<file path="config.mk">
export PLATFORM = sky130hd
export DESIGN_NAME = rpa_div
export DESIGN_NICKNAME = d
export VERILOG_FILES = /design/src/rtl/core/rpa_pkg.sv /design/src/rtl/core/rpa_div.sv
export SDC_FILE = /design/constraint.sdc
export NUM_CORES = 2
export LEC_CHECK = 0
export CORE_MARGIN = 2
export CORE_UTILIZATION = 34
export DETAILED_ROUTE_END_ITERATION = 7
export DONT_BUFFER_PORTS = 1
export PLACE_DENSITY_LB_ADDON = 0.12
export SLEW_MARGIN = 20
export SYNTH_ARGS = -nofsm -noshare
export SYNTH_HDL_FRONTEND = slang
export SYNTH_SLANG_ARGS = --single-unit
</file>
<file path="constraint.sdc">
create_clock -name i_clk -period 2.86 [get_ports i_clk]
set_input_delay 0 -clock i_clk [delete_from_list [all_inputs] [get_ports i_clk]]
set_output_delay 0 -clock i_clk [all_outputs]
set_load 0.1 [all_outputs]
</file>
<file path="src/rtl/core/rpa_pkg.sv">
// ----------------------------------------------------------------------------
// rpa_pkg - shared definitions for the packet airtime calculator
// Field widths, register indexes, saturation limits and the divider structs.
// ----------------------------------------------------------------------------
package rpa_pkg;

    localparam int LEN_W      = 8;   // payload length in bytes
    localparam int AIR_W      = 20;  // airtime in ms
    localparam int INT_W      = 22;  // interval in ms
    localparam int CFG_IDX_W  = 3;
    localparam int CFG_DATA_W = 19;  // widest register is the bandwidth
    localparam int DVD_W      = 33;  // 2N + B
    localparam int DIV_W      = 20;  // 2B

    localparam logic [AIR_W-1:0] AIRTIME_MAX  = '1;
    localparam logic [INT_W-1:0] INTERVAL_MAX = '1;

    typedef enum logic [CFG_IDX_W-1:0] {
        CFG_SF  = 3'd0,
        CFG_BW  = 3'd1,
        CFG_CR  = 3'd2,
        CFG_PRE = 3'd3,
        CFG_PAD = 3'd4,
        CFG_GAP = 3'd5
    } t_cfg_idx;

    typedef struct packed {
        logic             vld;
        logic [DVD_W-1:0] dvd;
    } t_div_req;

    typedef struct packed {
        logic             vld;
        logic             sat;
        logic [AIR_W-1:0] quo;
    } t_div_res;

endpackage

</file>
<file path="src/rtl/core/rpa_div.sv">
// ----------------------------------------------------------------------------
// rpa_div - pipelined restoring divider for the airtime quotient
// One quotient bit per stage after an overflow check; flags quotients that
// do not fit the airtime field (zero divisor included).
// ----------------------------------------------------------------------------
module rpa_div import rpa_pkg::*; (
    input  logic             i_clk,
    input  logic             i_rst_n,
    input  logic             i_en,
    input  logic [DIV_W-1:0] i_divisor,
    input  t_div_req         i_req,
    output t_div_res         o_res
);

    localparam int STEPS = AIR_W;
    localparam int TOP_W = DVD_W - STEPS;

    logic             r_vld [STEPS+1];
    logic             r_sat [STEPS+1];
    logic [DIV_W-1:0] r_rem [STEPS+1];
    logic [STEPS-1:0] r_low [STEPS+1];
    logic [STEPS-1:0] r_quo [STEPS+1];

    logic [DIV_W+STEPS-1:0] w_limit;
    logic                   w_sat;

    // quotient overflows exactly when the dividend reaches divisor * 2^STEPS
    assign w_limit = {i_divisor, {STEPS{1'b0}}};
    assign w_sat   = {{(DIV_W+STEPS-DVD_W){1'b0}}, i_req.dvd} >= w_limit;

    always_ff @(posedge i_clk) begin
        if (!i_rst_n) begin
            r_vld[0] <= 1'b0;
        end else if (i_en) begin
            r_vld[0] <= i_req.vld;
        end
    end

    always_ff @(posedge i_clk) begin
        if (i_en) begin
            r_sat[0] <= w_sat;
            r_rem[0] <= {{(DIV_W-TOP_W){1'b0}}, i_req.dvd[DVD_W-1:STEPS]};
            r_low[0] <= i_req.dvd[STEPS-1:0];
            r_quo[0] <= '0;
        end
    end

    for (genvar j = 1; j <= STEPS; j++) begin : g_step
        logic [DIV_W:0] w_trial;
        logic           w_ge;
        logic [DIV_W:0] w_diff;

        assign w_trial = {r_rem[j-1], r_low[j-1][STEPS-j]};
        assign w_ge    = w_trial >= {1'b0, i_divisor};
        assign w_diff  = w_trial - {1'b0, i_divisor};

        always_ff @(posedge i_clk) begin
            if (!i_rst_n) begin
                r_vld[j] <= 1'b0;
            end else if (i_en) begin
                r_vld[j] <= r_vld[j-1];
            end
        end

        always_ff @(posedge i_clk) begin
            if (i_en) begin
                r_sat[j] <= r_sat[j-1];
                r_low[j] <= r_low[j-1];
                r_rem[j] <= w_ge ? w_diff[DIV_W-1:0] : w_trial[DIV_W-1:0];
                r_quo[j] <= {r_quo[j-1][STEPS-2:0], w_ge};
            end
        end
    end

    assign o_res.vld = r_vld[STEPS];
    assign o_res.sat = r_sat[STEPS];
    assign o_res.quo = r_quo[STEPS];

endmodule

</file>
==> summary.txt <==
Global route
  – Busiest layer in global routing: met2
  – Overall Global Routing Usage: 0.174
  – Gr ovfl total: 0
  – First-pass GRT wire length: a little under 200 mm
  – Grt met1 use: 0.235
  – Met2 GRT Util: 0.282
  – Met3 Use GR: 0.0343
  – Vias in the first global route: between 30000 and 40000
  – Largest net degree at the start of global routing: 857
  – Initial antenna violation count: 2

Routing
  – DRT iter0 DRCs: 1917
  – Drt via density: ~5
  – WL final: approximately 130 mm
  – Final ANT Viol Nets: 0
  – Via count: between 30000 and 40000
  – Routed len/inst: approximately 19 um
  – DRC: 0
  – Detailed-router iteration count before antenna repair: 5

STA
  – Max-slew violations: 0
  – Final period demand of the worst path: 3.04 ns
  – Fmax: between 300 and 400 MHz
  – Setup ws final: -0.183 ns
  – Final Hold Vio Count: between 80 and 90
  – RSZ-0062 raised after global routing: true
  – # setup viols final: ~160
  – Final worst-path cycle share: 1.06
  – Worst slew pin tran: 1.08 ns
  – Setup Skew: around 0.026 ns
  – Slew HR: 0.279
  – Worst hold slack: -0.583 ns

Setup path
  – CP Class: reg -> reg
  – Startpoint types: register
  – CP Cell Sequence: ha_4 > a2111o_1 > o21ai_2 > o21ai_2 > a311oi_2 > o21ai_2 > a21oi_2 > o221a_4 > clkbuf_16 > mux2_4
  – Crit-path max FO: 5
  – Slowest CP cell: edfxtp_1
  – Worst EP arrival: roughly 3.5 ns
  – Worst path most repeated cell: o21ai_2
  – Required time worst endpoint: 3.30 ns
  – WP buf/inv: 1
  – Critical Path Sink Type: register
  – Slowest cell delay on critical path: 0.42 ns
  – Top Family by Delay on Critical Path: compound AO/OA/AOI/OAI gates

Clock tree
  – Clock Pin Slew Worst Setup and Hold Paths: 0.06 ns
  – CTS HTree Levels: 3
  – TritonCTS clock tree: yes
  – Longest Clk Path Bufs: 3
  – Worst-Skew Late Latency: roughly 0.7 ns
  – CTS buffer count: 102
  – Clk sinks: between 800 and 900
  – Root buffer cell: clkbuf_16

Yosys
  – Mapped Area: between 40000 and 50000 um^2
  – FFs w/ async S/R, synth: 0
  – Synth cell types: 86
  – Post-synth top cells: edfxtp_1, ha_1, a21oi_1, o21ai_0, nor2_1
  – Net Count, Synth: around 4400
  – Synth top area cells: edfxtp_1, ha_1, mux2_2, xnor2_1, a21oi_1
  – YS warnings: 0
  – EDFF count, synth: roughly 850
  – Top FF cell, synth: edfxtp_1
  – Top-area cell type share of the netlist area: 0.534
  – Synth Instances: 3913
  – FF+latch count, synth: roughly 860
  – Seq/Total Area, Yosys: 0.534
  – Top-count cell post-synth: edfxtp_1
  – Syn_area_per_cell: 12.3 um^2
  – Synth area leader: edfxtp_1

Floorplanning
  – Die extent in x: roughly 380 um
  – Cell Rows: ~140
  – # IOs: just under 80
  – Die Area: approximately 140000 um^2
  – Initial Util: 0.343
  – Die Height: 380 um
  – Core ar.: ~140000 um^2

Outcome
  – Outcome: finished with violations
  – Failing checks: hold timing, setup timing

Power and ir drop
  – Max rail drop VDD: between 0.5 and 0.6 mV
  – Power Dens Cells: 1110 nW/um^2
  – Lkg Pwr: about 26 nW
  – Tot Pwr: ~71 mW

Place
  – Buffers on Ports: 0
  – DPL Wire Length: about 87 mm
  – Post-placement cell count: 6348
  – GPL Wtd Cong: approximately 0.85

Final layout
  – Share of layout cells above drive strength 1: 0.301
  – Layout Area Growth over Synthesis: 33.4%
  – Layout Cells excl Fill: around 6800
  – Nets: roughly 5300

Hold path
  – HP Class: in -> reg

Run
  – Max Cap Violations: 0
[layout make-up]
class,count,area [um^2]
Timing Repair Buffer,856,8010
Clock inverter,65,688
Tap cell,1876,2350
Inverter,134,524
Antenna cell,1,2.50
Multi-Input combinational cell,2856,24100
Fill cell,12900,75800
Clock buffer,127,2720
Sequential cell,855,25700
[routing by layer]
layer | part of all wire | up-vias
li1 | - | 16900
met1 | 0.46 | 16400
met2 | 0.47 | 547
met3 | 0.047 | 176
met4 | 0.028 | 0
met5 | 0 | -
[cell usage in the layout, fill, tap and decap left out, types with 22 or more instances in the layout]
cell           count
ha_1             358
dlygate4sd3_1     81
nor3_1            41
nor2_1           224
a21oi_1          256
buf_12            55
xnor2_1          194
nor2b_1           48
mux2_4           147
o21a_1            49
o21ai_2           32
nand2b_1          47
a21oi_2           42
nand2_1          209
a21o_1           150
a211o_1           22
o21bai_1          27
mux2_2            67
clkbuf_16        116
ha_4              42
buf_4            639
xor2_1            91
and3_1            43
o21ai_0          190
buf_6             47
a31oi_1           26
inv_1            124
mux2i_1           27
edfxtp_1         854
nand4_1           46
nand3_1           61
[worst paths after layout]
path,start,endpoint,slack (ns),cells after the start
max,r_rem[15][5],r_rem[16][19],-0.18,10
min,i_en,r_low[0][4],-0.58,0
max reg2reg,r_rem[15][5],r_rem[16][19],-0.18,10
min reg2reg,r_quo[8][1],r_quo[9][2],0.40,0
[registers in the layout, summed over array words and instances, names as in the netlist]
name   cells
r_low    210
r_quo    210
r_rem    393
r_vld     21
r_sat     21
[report_power, final]
group          leakage [nW]  internal, mW  switching, mW
clock network          1.64          7.85           5.46
logic                  15.8          19.9           16.6
registers              8.38          18.6           2.33
total                  25.8          46.4           24.4
[kinds of logic (layout without fill, tap and decap cells)]
kind of cell / count (synthesis) / in the layout / share of synthesized area
compound gates: 1027 / 1027 / 0.137
fa+ha+maj: 426 / 426 / 0.114
buf+inv: 202 / 1182 / 0.0171
other cells: 0 / 1 / 0
flops: 855 / 855 / 0.534
simple gates: 870 / 870 / 0.0889
xor+xnor: 287 / 287 / 0.0523
mux: 246 / 246 / 0.0568
[per-stage QoR]
step            util  TNS [ns]  area [um^2]  worst slack [ns]  hold WS (ns)
6_report       0.458    -14.29        64100            -0.183        -0.583
3_3_place_gp   0.398    -35.23        55600            -0.241        0.0990
5_1_grt        0.458    -39.55        64100            -0.298        -0.651
3_5_place_dp   0.398    -41.49        55600            -0.280        0.0990
4_1_cts        0.442    -18.46        61800            -0.205        -0.574
2_1_floorplan      -     -8.76        48200           -0.0999        0.0989
[worst register-to-register path, stage by stage, from the launching register on]
cell,delay (ns)
edfxtp_1,0.42
ha_4,0.23
a2111o_1,0.42
o21ai_2,0.21
o21ai_2,0.11
a311oi_2,0.36
o21ai_2,0.11
a21oi_2,0.14
o221a_4,0.28
clkbuf_16,0.19
mux2_4,0.31
[what timing repair did]
item                       CTS  global route
gates resized for setup    278           315
hold endpoints to repair   814           151
buffers inserted            60            67
pin swaps                   70           114
gates cloned                16            11
setup endpoints to repair  347           405
hold buffers                83             1
No activity file was read; power rests on OpenSTA's default activity.
